--- src/byte_recurrence_checksum16_macros.svh ---
// Assertion macros for the byte recurrence checksum block.
// Included by the top level; no other dependencies.
`ifndef BYTE_RECURRENCE_CHECKSUM16_MACROS_SVH
`define BYTE_RECURRENCE_CHECKSUM16_MACROS_SVH

`ifndef SYNTHESIS
// Same-cycle implication, checked while out of reset
`define BRC16_ASSERT_IMP(label, clk, rst_n, ante, cons) \
    label: assert property (@(posedge clk) disable iff (!rst_n) (ante) |-> (cons)) \
        else $error("brc16 assertion failed");
// Next-cycle implication, checked while out of reset
`define BRC16_ASSERT_NXT(label, clk, rst_n, ante, cons) \
    label: assert property (@(posedge clk) disable iff (!rst_n) (ante) |=> (cons)) \
        else $error("brc16 assertion failed");
`else
`define BRC16_ASSERT_IMP(label, clk, rst_n, ante, cons)
`define BRC16_ASSERT_NXT(label, clk, rst_n, ante, cons)
`endif

`endif

--- src/brc16_pkg.sv ---
// Shared types, constants and the mod-65535 fold for the checksum block.
// No dependencies.
package brc16_pkg;

    localparam logic [16:0] CK_MOD    = 17'd65535;
    localparam logic [7:0]  ALPHA_MUL = 8'd17;
    localparam logic [7:0]  BETA_MUL  = 8'd31;
    localparam logic [15:0] SEED_ADD  = 16'd7;

    typedef struct packed {
        logic [15:0] prev;
        logic [15:0] cur;
        logic [7:0]  pos;
        logic        start;
    } t_state;

    localparam t_state STATE_RESET = '{prev: 16'd1, cur: 16'd0, pos: 8'd0, start: 1'b1};

    // 2^16 == 1 (mod 65535), so hi + lo, then one conditional subtract
    function automatic logic [15:0] fold65535(input logic [24:0] x);
        logic [16:0] s;
        logic [16:0] r;
        s = {1'b0, x[15:0]} + {8'd0, x[24:16]};
        r = (s >= CK_MOD) ? (s - CK_MOD) : s;
        return r[15:0];
    endfunction

endpackage

--- src/brc16_step.sv ---
// Next-state logic of the recurrence: coefficients, two products, mod-65535 reduce.
// Depends on brc16_pkg.
module brc16_step (
    input  brc16_pkg::t_state i_state,
    input  logic [7:0]        i_data_byte,
    input  logic              i_last_byte,
    output brc16_pkg::t_state o_state,
    output logic [15:0]       o_checksum
);

    logic [7:0]  alpha;
    logic [7:0]  beta;
    logic [8:0]  coef_a;
    logic [24:0] prod_a;
    logic [24:0] prod_b;
    logic [24:0] diff;
    logic [15:0] red;
    logic [16:0] neg;
    logic [15:0] fold_val;
    logic [15:0] new_cur;

    assign alpha  = 8'(i_state.pos * brc16_pkg::ALPHA_MUL);
    assign beta   = 8'(i_state.pos * brc16_pkg::BETA_MUL);
    assign coef_a = {1'b0, i_data_byte} + {1'b0, alpha};
    assign prod_a = {16'd0, coef_a} * {9'd0, i_state.cur};
    assign prod_b = {17'd0, beta} * {9'd0, i_state.prev};

    // negative difference: result is (1 - |t|) mod 65535
    always_comb begin
        if (prod_a >= prod_b) begin
            diff = prod_a - prod_b;
        end else begin
            diff = prod_b - prod_a;
        end
        red = brc16_pkg::fold65535(diff);
        neg = 17'h10000 - {1'b0, red};
        if (prod_a >= prod_b) begin
            fold_val = red;
        end else if (neg >= brc16_pkg::CK_MOD) begin
            fold_val = 16'(neg - brc16_pkg::CK_MOD);
        end else begin
            fold_val = neg[15:0];
        end
    end

    assign new_cur = i_state.start ? ({8'd0, i_data_byte} + brc16_pkg::SEED_ADD) : fold_val;
    assign o_checksum = new_cur;

    always_comb begin
        if (i_last_byte) begin
            o_state = brc16_pkg::STATE_RESET;
        end else if (i_state.start) begin
            o_state = '{prev: 16'd1, cur: new_cur, pos: 8'd1, start: 1'b0};
        end else begin
            o_state = '{prev: i_state.cur, cur: new_cur, pos: i_state.pos + 8'd1,
                        start: 1'b0};
        end
    end

endmodule

--- src/byte_recurrence_checksum16.sv ---
// Channel | direction | handshake              | payload
// in      | in        | i_in_valid / o_in_stall   | i_data_byte, i_last_byte
// out     | out       | o_out_valid / i_out_stall | o_checksum
//
// One byte per cycle unless a last byte waits; each beat is held in the
// input register while the recurrence (two products and a mod-65535 fold) updates
// the state, and a message's checksum goes from there into the result register.
// Reset is synchronous and returns the recurrence to the start of a message.
// A last byte waits in the input register only while the result register is full
// and stalled; other bytes never wait.
// Depends on brc16_pkg, brc16_step and byte_recurrence_checksum16_macros.svh.
`include "byte_recurrence_checksum16_macros.svh"

module byte_recurrence_checksum16 (
    input  logic        i_clk,
    input  logic        i_rst_n,
    input  logic        i_in_valid,
    output logic        o_in_stall,
    input  logic [7:0]  i_data_byte,
    input  logic        i_last_byte,
    output logic        o_out_valid,
    input  logic        i_out_stall,
    output logic [15:0] o_checksum
);

    logic              r_in_vld;
    logic [7:0]        r_in_data;
    logic              r_in_last;
    brc16_pkg::t_state r_state;
    brc16_pkg::t_state n_state;
    logic              r_out_vld;
    logic [15:0]       r_checksum;
    logic [15:0]       n_checksum;

    logic out_free;
    logic exec;
    logic in_acc;

    assign out_free   = !r_out_vld || !i_out_stall;
    assign exec       = r_in_vld && (!r_in_last || out_free);
    assign o_in_stall = r_in_vld && !exec;
    assign in_acc     = i_in_valid && !o_in_stall;

    brc16_step u_step (
        .i_state     (r_state),
        .i_data_byte (r_in_data),
        .i_last_byte (r_in_last),
        .o_state     (n_state),
        .o_checksum  (n_checksum)
    );

    always_ff @(posedge i_clk) begin
        if (!i_rst_n) begin
            r_in_vld  <= 1'b0;
            r_out_vld <= 1'b0;
            r_state   <= brc16_pkg::STATE_RESET;
        end else begin
            if (in_acc) begin
                r_in_vld <= 1'b1;
            end else if (exec) begin
                r_in_vld <= 1'b0;
            end
            if (exec) begin
                r_state <= n_state;
            end
            if (exec && r_in_last) begin
                r_out_vld <= 1'b1;
            end else if (!i_out_stall) begin
                r_out_vld <= 1'b0;
            end
        end
    end

    // payload registers
    always_ff @(posedge i_clk) begin
        if (in_acc) begin
            r_in_data <= i_data_byte;
            r_in_last <= i_last_byte;
        end
        if (exec && r_in_last) begin
            r_checksum <= n_checksum;
        end
    end

    assign o_out_valid = r_out_vld;
    assign o_checksum  = r_checksum;

    `BRC16_ASSERT_IMP(a_sum_range, i_clk, i_rst_n, r_out_vld, r_checksum != 16'hFFFF)
    `BRC16_ASSERT_NXT(a_last_loads, i_clk, i_rst_n, exec && r_in_last, r_out_vld)
    `BRC16_ASSERT_NXT(a_last_restart, i_clk, i_rst_n, exec && r_in_last, r_state.start)
    `BRC16_ASSERT_IMP(a_stall_cause, i_clk, i_rst_n, o_in_stall, r_in_last && r_out_vld && i_out_stall)

endmodule
--- config.mk ---
export PLATFORM = sky130hd
export DESIGN_NAME = byte_recurrence_checksum16
export DESIGN_NICKNAME = d
export VERILOG_FILES = /design/src/brc16_pkg.sv /design/src/brc16_step.sv /design/src/byte_recurrence_checksum16.sv
export VERILOG_INCLUDE_DIRS = /design/src /design/src/src
export SDC_FILE = /design/constraint.sdc
export NUM_CORES = 1
export LEC_CHECK = 0
export ABC_AREA = 1
export ABC_CLOCK_PERIOD_IN_PS = 39400
export CAP_MARGIN = 40
export CORE_ASPECT_RATIO = 1.5
export CORE_MARGIN = 3
export CORE_UTILIZATION = 52
export CTS_BUF_LIST = sky130_fd_sc_hd__clkbuf_8 sky130_fd_sc_hd__clkbuf_16
export CTS_CLUSTER_SIZE = 30
export DETAILED_ROUTE_END_ITERATION = 10
export DONT_BUFFER_PORTS = 1
export PLACE_DENSITY_LB_ADDON = 0.25
export SLEW_MARGIN = 20
export SYNTH_ARGS = -nofsm -noshare
export SYNTH_HDL_FRONTEND = slang
export SYNTH_SLANG_ARGS = --single-unit
--- constraint.sdc ---
create_clock -name i_clk -period 39.4 [get_ports i_clk]
set_input_delay 7.88 -clock i_clk [delete_from_list [all_inputs] [get_ports i_clk]]
set_output_delay 7.88 -clock i_clk [all_outputs]
set_load 0.02 [all_outputs]
==> results of run 1 <==
[kinds of logic after synthesis]
| family | after synthesis | synth area share [%] |
|---|---|---|
| AO/OA/AOI/OAI | 276 | 9.17 |
| XOR/XNOR | 86 | 4.51 |
| adder cells (fa/ha/maj) | 370 | 36.6 |
| buffers and inverters | 602 | 13.8 |
| flip-flops | 68 | 9.64 |
| multiplexers | 3 | 0.180 |
| AND/OR/NAND/NOR | 999 | 26.1 |
[cell type report]
cell class	instances	share of cell area (%)
multi-input combinational	1734	74.2
inverter	534	11.6
clock inverter	7	0.254
sequential	68	9.35
tap	405	2.94
clock buffer	9	1.31
timing repair buffer	6	0.305
[per-layer routing]
metal / routed length [µm] / vias up
met2: 23100 / 451
met1: 16600 / 7132
li1: - / 7217
met3: 1760 / 148
met5: 0 / -
met4: 2560 / 0
[metrics by stage]
step                setup slack, ns  hold slack [ns]  cell area (µm²)  cells
floorplan                     23.14            0.444            16700   2404
global placement              23.06            0.554            16900   2745
detailed placement            23.01            0.562            17000   2747
CTS                           22.97            0.569            17200   2763
global route                  21.53            0.607            17200   2763
finish                        22.90            0.565            17200   2763
[placed cells by master (no fill, tap or decap), types with 11 or more instances in the layout]
cell	n
a21oi_1	155
dfxtp_1	43
edfxtp_1	25
fa_1	197
ha_1	173
inv_1	512
inv_2	19
nand2_1	578
nand2_2	22
nand2_4	11
nand3_1	89
nand3_2	13
nand4_1	23
nor2_1	199
nor2_2	16
nor3_1	14
o21ai_0	54
or2_2	11
xnor2_1	26
xor2_1	60
[path summary, 6_finish.rpt]
kind,from,to,slack (ns),depth (start not counted)
worst min-delay path,r_state[7]$_SDFFE_PN0P_,r_state[7]$_SDFFE_PN0P_,0.57,2
worst max register to register,r_state[1]$_SDFFE_PN0P_,o_checksum[0]$_DFFE_PP_,22.90,88
worst max-delay path,r_state[1]$_SDFFE_PN0P_,o_checksum[0]$_DFFE_PP_,22.90,88
worst min register to register,r_state[7]$_SDFFE_PN0P_,r_state[7]$_SDFFE_PN0P_,0.57,2
[tightest hold or removal path, cell delays in order, from the launching register on]
cell and delay [ns]:
dfxtp_1 0.37, nand2_1 0.09, a21oi_1 0.06
[sequential cells by signal, indices dropped and copies added (netlist names)]
register and cells:
r_state 41, r_in_vld 1, o_checksum 16, r_in_data 8, r_in_last 1, o_out_valid 1
==> metrics.txt, run 1 <==
met1 GRT Util 29.1%; Max Clock Skew 0.00825 ns; Filler cells 3005; FMAX 60.6 MHz; Overflow after GRT 0; max cap viols 0; I/O Buffers 0; post-cts gate resize count 0; die height 226 µm; ys flop type dfxtp_1; Hold WC Path Type reg -> reg; fin. max-slew vios 0; Final ANT Viol Nets 0; most common cell in the netlist nand2_1; syn_nets 2787; Setup TNS 0 ns; #FFs+latches synth 68; Root Buffer clkbuf_16; diodes inserted 0; top post-synthesis cells by area fa_1 24%, nand2_1 13%, ha_1 13%; WP data required 39.48 ns; clk_lat worst skew 0.33 ns; Buf/Inv on CP 12; Netlist Area Pre-Place 16700 µm²; Worst path top cell family by delay simple AND/OR/NAND/NOR gates; crit-path most repeated cell nand2_1; number of global-route vias before repair 15100; CP Data Arrival Time 16.58 ns; Post-synth EDFFs 25; Max stage delay on crit path 0.60 ns; FF/Latch Area 1610 µm²; relative slew slack 48.4%; largest net degree at the start of global routing 42; GRT met2 Usage 48.1%; Vias 14900; cts bufs inserted 9; Layout Nets 2736; CP max-delay cell fa_1; Ys Warns 0; Avg Inst Size Synth 6.95 µm²; initial antenna violation count 0; CTS sink count 68; Die Wd 152 µm; Final Core Density 55.0%; unrepaired setup endpoints after global routing no; Worst setup SP type flop; H-tree Lvls 3; CP endpoint kind flop; Die ar. 34400 µm²; first-pass GRT wire length 72.6 mm; DRC 0; area delta synth->final 3.17%; Synth top area share 23.6%; area of the multi-input gates 12800 µm²; Routability Congestion 0.947; DRT Pass-1 Iters 5; final setup fails 0; I/O pin cnt 31; Final Cycle Share 41.9%; status completed; TritonCTS clock tree yes; core area 31300 µm²; Post-Route WL 44.0 mm; Synth top cells by count 578 x nand2_1, 512 x inv_1, 200 x nor2_1, 197 x fa_1, 173 x ha_1; clock transition at the registers of the reported paths 0.05 ns; Hold Vio Cnt, Final 0; post-synthesis async set-or-reset flop share 0%; Final Critical Period 16.50 ns; hold buffers post-CTS 0; Synth area leader fa_1; dpl hpwl 37.6 mm; Syn Inst Count 2404; initial DRC count 861; WS Path Type reg -> reg; maximum buffer depth of the clock tree 2; Worst Tran Pin Value 0.774 ns; # Post-CTS Setup Buffers 0; Seq/Total Area, Yosys 9.64%; share of cells above drive strength 1 5.60%; Netlist cell types 55; vias per cell 5.41; M3 GR Usage 2.04%; crit path max fanout 41; grt peak-use layer met2; row count 79; gr usage total 25.6%; Initial Util 53.3%; per-cell routed wire length 15.9 µm
Power of run 1 is not shown: default switching activity piles up to over one toggle a cycle in this logic, so the estimate is an artifact.
==> run 2: changes to the inputs <==
- ABC_CLOCK_PERIOD_IN_PS: 39400 -> 15500
- clock period: 39.4 -> 15.5 ns (I/O delays scaled with it)
==> metrics.txt, run 2 (synthesized netlist as in run 1, its figures left out) <==
Hold Path Sink r_state[26]$_SDFFE_PN0P_ (was r_state[7]$_SDFFE_PN0P_); dpl hpwl 39.7 mm (was 37.6 mm); Die ar. 34400 µm² (unchanged); maximum buffer depth of the clock tree 2 (unchanged); Min-Delay Startpoint r_state[26]$_SDFFE_PN0P_ (was r_state[7]$_SDFFE_PN0P_); Largest Register r_state (unchanged); FF-to-FF path depth 86 (was 88); Setup TNS 0 ns (unchanged); max cap viols 0 (unchanged); max reg flops 41 (unchanged); Max stage delay on crit path 0.55 ns (was 0.60 ns); Layout Nets 2758 (was 2736); Worst Tran Pin Value 0.873 ns (was 0.774 ns); Final ANT Viol Nets 0 (unchanged); cts bufs inserted 9 (unchanged); Max Clock Skew 0.00829 ns (was 0.00825 ns); area of the multi-input gates 12900 µm² (was 12800 µm²); vias per cell 5.40 (was 5.41); I/O Buffers 0 (unchanged); gr usage total 26.8% (was 25.6%); relative slew slack 41.6% (was 48.4%); WS Path Type reg -> reg (unchanged); FMAX 68.9 MHz (was 60.6 MHz); per-cell routed wire length 16.8 µm (was 15.9 µm); WHS 0.560 ns (was 0.565 ns); diodes inserted 0 (unchanged); Worst setup SP type flop (unchanged); area delta synth->final 5.58% (was 3.17%); final setup fails 0 (unchanged); worst reg2reg setup slack 0.99 ns (was 22.90 ns); Hold Vio Cnt, Final 0 (unchanged); Filler cells 3037 (was 3005); H-tree Lvls 3 (unchanged); initial DRC count 956 (was 861); commonest non-fill, non-tap cell in the layout nand2_1 (unchanged); DRC 0 (unchanged); crit-path most repeated cell nand2_1 (unchanged); initial antenna violation count 0 (unchanged); Root Buffer clkbuf_16 (unchanged); Final Core Density 56.3% (was 55.0%); I/O pin cnt 31 (unchanged); core area 31300 µm² (unchanged); fin. max-slew vios 0 (unchanged); Overflow after GRT 0 (unchanged); largest net degree at the start of global routing 40 (was 42); CP endpoint kind flop (unchanged); Final Cycle Share 93.6% (was 41.9%); CTS sink count 68 (unchanged); Hold WC Path Type reg -> reg (unchanged); reg-to-reg endpoint r_state[10]$_SDFFE_PN0P_ (was o_checksum[0]$_DFFE_PP_); number of global-route vias before repair 15000 (was 15100); Vias 15000 (was 14900); cell count after placement 2757 (was 2747); CP max-delay cell fa_1 (unchanged); Critical R2R Launch r_state[1]$_SDFFE_PN0P_ (unchanged); clk_lat worst skew 0.34 ns (was 0.33 ns); crit path max fanout 22 (was 41); row count 79 (unchanged); FF/Latch Area 1620 µm² (was 1610 µm²); Post-Route WL 46.9 mm (was 44.0 mm); DRT Pass-1 Iters 5 (unchanged); commonest cells after routing, fill and taps aside 577 x nand2_1, 509 x inv_1, 196 x fa_1 (was 578 x nand2_1, 512 x inv_1, 199 x nor2_1); Routability Congestion 0.962 (was 0.947); Initial Util 53.3% (unchanged); die height 226 µm (unchanged); Die Wd 152 µm (unchanged); status completed (unchanged); hold depth 2 (unchanged); Final Critical Period 14.51 ns (was 16.50 ns); clock transition at the registers of the reported paths 0.06 ns (was 0.05 ns); TritonCTS clock tree yes (unchanged); share of cells above drive strength 1 7.56% (was 5.60%); CP Data Arrival Time 14.76 ns (was 16.58 ns); first-pass GRT wire length 74.8 mm (was 72.6 mm); fin cells 2785 (was 2763); WP data required 15.75 ns (was 39.48 ns)
[run 2: changes by cell type in the layout (fill, tap and decap cells not counted), sizes merged]
| cell | change |
|---|---|
| clkinv | -2 |
| clkbuf | +1 |
| nand3 | +1 |
| buf | +20 |
| bufinv | +2 |
[run 2: final cells by class]
| class | count | share of cell area (%) |
|---|---|---|
| Clock buffer | 9 | 1.28 |
| Clock inverter | 7 | 0.518 |
| Inverter | 534 | 11.4 |
| Multi-Input combinational cell | 1735 | 73.3 |
| Sequential cell | 68 | 9.18 |
| Tap cell | 405 | 2.87 |
| Timing Repair Buffer | 27 | 1.50 |
[run 2: through the flow]
stage	instance area (µm²)	worst slack (ns)
after global routing	17600	-0.0330
after floorplan	16700	1.40
after detailed placement	17100	0.236
after CTS	17400	0.184
final	17600	0.989
after global placement	17000	0.353
[run 2: layer usage]
metal  GRT usage [%]  vias up  wire length (µm)
met3            1.98      126              2220
met4            10.6        0              2100
met5               0        -                 0
met2            50.9      473             24700
met1            31.3     7180             17900
li1                -     7265                 -
[run 2: worst max path at each step]
stage                                  from                  endpoint  slack [ns]  cells past startpoint
floorplan           r_state[3]$_SDFFE_PN0P_   o_checksum[0]$_DFFE_PP_        1.40                     91
global placement    r_state[3]$_SDFFE_PN0P_  r_state[10]$_SDFFE_PN0P_        0.35                     87
detailed placement  r_state[3]$_SDFFE_PN0P_   o_checksum[0]$_DFFE_PP_        0.24                     87
CTS                 r_state[3]$_SDFFE_PN0P_  r_state[10]$_SDFFE_PN0P_        0.18                     87
global route        r_state[2]$_SDFFE_PN0P_  r_state[10]$_SDFFE_PN0P_       -0.03                     89
finish              r_state[1]$_SDFFE_PN0P_  r_state[10]$_SDFFE_PN0P_        0.99                     86
[run 2: repair_timing]
item | in CTS | in global routing
hold buffers | 0 | 0
resized for setup | 0 | 44
setup buffers | 0 | 10
endpoints found under the setup margin | 0 | 32
[run 2: critical path, delay by kind of cell, from the launching register on]
family	cells	cell delay, ns
adders and majority gates	12	4.23
xor gates and xnor gates	4	0.80
AOI/OAI and AO/OA	15	2.81
DFF	1	0.38
and+or+nand+nor	44	4.75
buffers and inverters	11	1.42
Power of run 2 is left out for the same reason.
==> run 3: changes to the inputs <==
--- a/config.mk
+++ b/config.mk
@@ -19,2 +19,3 @@
 export PLACE_DENSITY_LB_ADDON = 0.25
+export REMOVE_ABC_BUFFERS = 1
 export SLEW_MARGIN = 20
==> constraint.sdc (replaced) <==
create_clock -name i_clk -period 15.5 [get_ports i_clk]
set_input_delay 0.775 -clock i_clk [delete_from_list [all_inputs] [get_ports i_clk]]
set_output_delay 0.775 -clock i_clk [all_outputs]
set_load 0.02 [all_outputs]
==> metrics.txt, run 3 (synthesized netlist as in run 1, its figures left out) <==
vias per cell 5.42 (was 5.40); max cap viols 0 (unchanged); H-tree Lvls 3 (unchanged); CTS sink count 68 (unchanged); Routability Congestion 0.963 (was 0.962); row count 79 (unchanged); Final ANT Viol Nets 0 (unchanged); diodes inserted 0 (unchanged); initial antenna violation count 0 (unchanged); first-pass GRT wire length 76.3 mm (was 74.8 mm); crit-path most repeated cell nand2_1 (unchanged); number of global-route vias before repair 15400 (was 15000); commonest cells after routing, fill and taps aside 578 x nand2_1, 510 x inv_1, 196 x nor2_1, 196 x fa_1, 171 x ha_1 (was 577 x nand2_1, 509 x inv_1, 196 x fa_1); status completed (unchanged); Vias 15100 (was 15000); clock transition at the registers of the reported paths 0.06 ns (about the same); setup slack after layout 1.04 ns (was 0.989 ns); Layout Nets 2756 (was 2758); maximum buffer depth of the clock tree 2 (unchanged); pre-CTS setup slack 0.376 ns (was 0.236 ns); relative slew slack 41.1% (was 41.6%); Initial Util 53.3% (unchanged); FMAX 69.2 MHz (was 68.9 MHz); Root Buffer clkbuf_16 (unchanged); Hold Vio Cnt, Final 0 (unchanged); Max stage delay on crit path 0.65 ns (was 0.55 ns); largest net degree at the start of global routing 40 (unchanged); DRC 0 (unchanged); Worst Tran Pin Value 0.880 ns (was 0.873 ns); final setup fails 0 (unchanged); cts bufs inserted 9 (unchanged); share of cells above drive strength 1 7.19% (was 7.56%); max reg flops 41 (unchanged); per-cell routed wire length 17.0 µm (was 16.8 µm); Post-Route WL 47.4 mm (was 46.9 mm); TritonCTS clock tree yes (unchanged); hold buffers post-CTS 0 (unchanged); Die Wd 152 µm (unchanged); I/O pin cnt 31 (unchanged); Die ar. 34400 µm² (unchanged); fin. max-slew vios 0 (unchanged); CP endpoint kind flop (unchanged); Final Cycle Share 93.3% (was 93.6%); clk_lat worst skew 0.34 ns (about the same); area delta synth->final 5.14% (was 5.58%); Max Clock Skew 0.00710 ns (was 0.00829 ns); gr usage total 27.4% (was 26.8%); Worst setup SP type flop (unchanged); WP data required 15.60 ns (was 15.75 ns); Final Core Density 56.1% (was 56.3%); crit path max fanout 9 (was 22); die height 226 µm (unchanged); Overflow after GRT 0 (unchanged); CP max-delay cell fa_1 (unchanged); WS Path Type reg -> reg (unchanged); Hold WC Path Type in -> reg (was reg -> reg); WHS 0.526 ns (was 0.560 ns); CP Data Arrival Time 14.56 ns (was 14.76 ns); DRT Pass-1 Iters 6 (was 5); initial DRC count 844 (was 956); dpl hpwl 40.1 mm (was 39.7 mm); commonest non-fill, non-tap cell in the layout nand2_1 (unchanged); Largest Register r_state (unchanged); core area 31300 µm² (unchanged); I/O Buffers 0 (unchanged); Final Critical Period 14.46 ns (was 14.51 ns)
-- run 3: cell count changes in the layout (fill, tap and decap cells not counted), moves of 2 or more --
cell / delta
nor4_1: +2
buf_4: +3
clkinv_1: -2
buf_6: -3
o21ai_1: +2
nor4_2: -2
-- run 3: timing repair --
action / CTS / global route
setup endpoints to repair: 0 / 32
setup buffers: 0 / 10
gates resized for setup: 0 / 33
-- run 3: final cells by class --
type / count / area [µm²]
Multi-Input combinational cell: 1734 / 12900
Fill cell: 2995 / 13800
Sequential cell: 68 / 1620
Inverter: 534 / 2000
Clock buffer: 9 / 225
Clock inverter: 7 / 124
Timing Repair Buffer: 26 / 223
Tap cell: 405 / 507
-- run 3: stage by stage --
stage | instances | area [µm²] | setup TNS [ns]
global route | 2783 | 17600 | -0.0894
floorplan | 2336 | 16400 | 0
finish | 2783 | 17600 | 0
CTS | 2773 | 17400 | 0
detailed placement | 2757 | 17100 | 0
global placement | 2756 | 17000 | 0
-- run 3: per-layer routing --
| metal | global-route usage [%] | wire, µm | vias to the layer above |
|---|---|---|---|
| met5 | 0 | 0 | - |
| met4 | 12.9 | 2490 | 0 |
| met3 | 2.48 | 2450 | 167 |
| met2 | 51.4 | 24800 | 533 |
| met1 | 31.4 | 17700 | 7121 |
| li1 | - | - | 7268 |
-- run 3: path summary, 6_finish.rpt --
check	cells past startpoint	start	to	slack (ns)
hold reg to reg	2	r_state[26]$_SDFFE_PN0P_	r_state[26]$_SDFFE_PN0P_	0.55
hold / removal	0	i_data_byte[1]	r_in_data[1]$_DFFE_PP_	0.53
setup reg to reg	83	r_state[2]$_SDFFE_PN0P_	o_checksum[0]$_DFFE_PP_	1.04
setup / recovery	83	r_state[2]$_SDFFE_PN0P_	o_checksum[0]$_DFFE_PP_	1.04
-- run 3: worst max-delay path: cells and delay by family (launching register included) --
family | cells | cell delay [ns]
buffers and inverters | 7 | 0.56
AND/OR/NAND/NOR | 51 | 5.48
flip-flops | 1 | 0.39
AO/OA/AOI/OAI | 10 | 1.54
adder cells (fa/ha/maj) | 13 | 5.73
XOR/XNOR | 2 | 0.48
Power of run 3 is left out for the same reason.
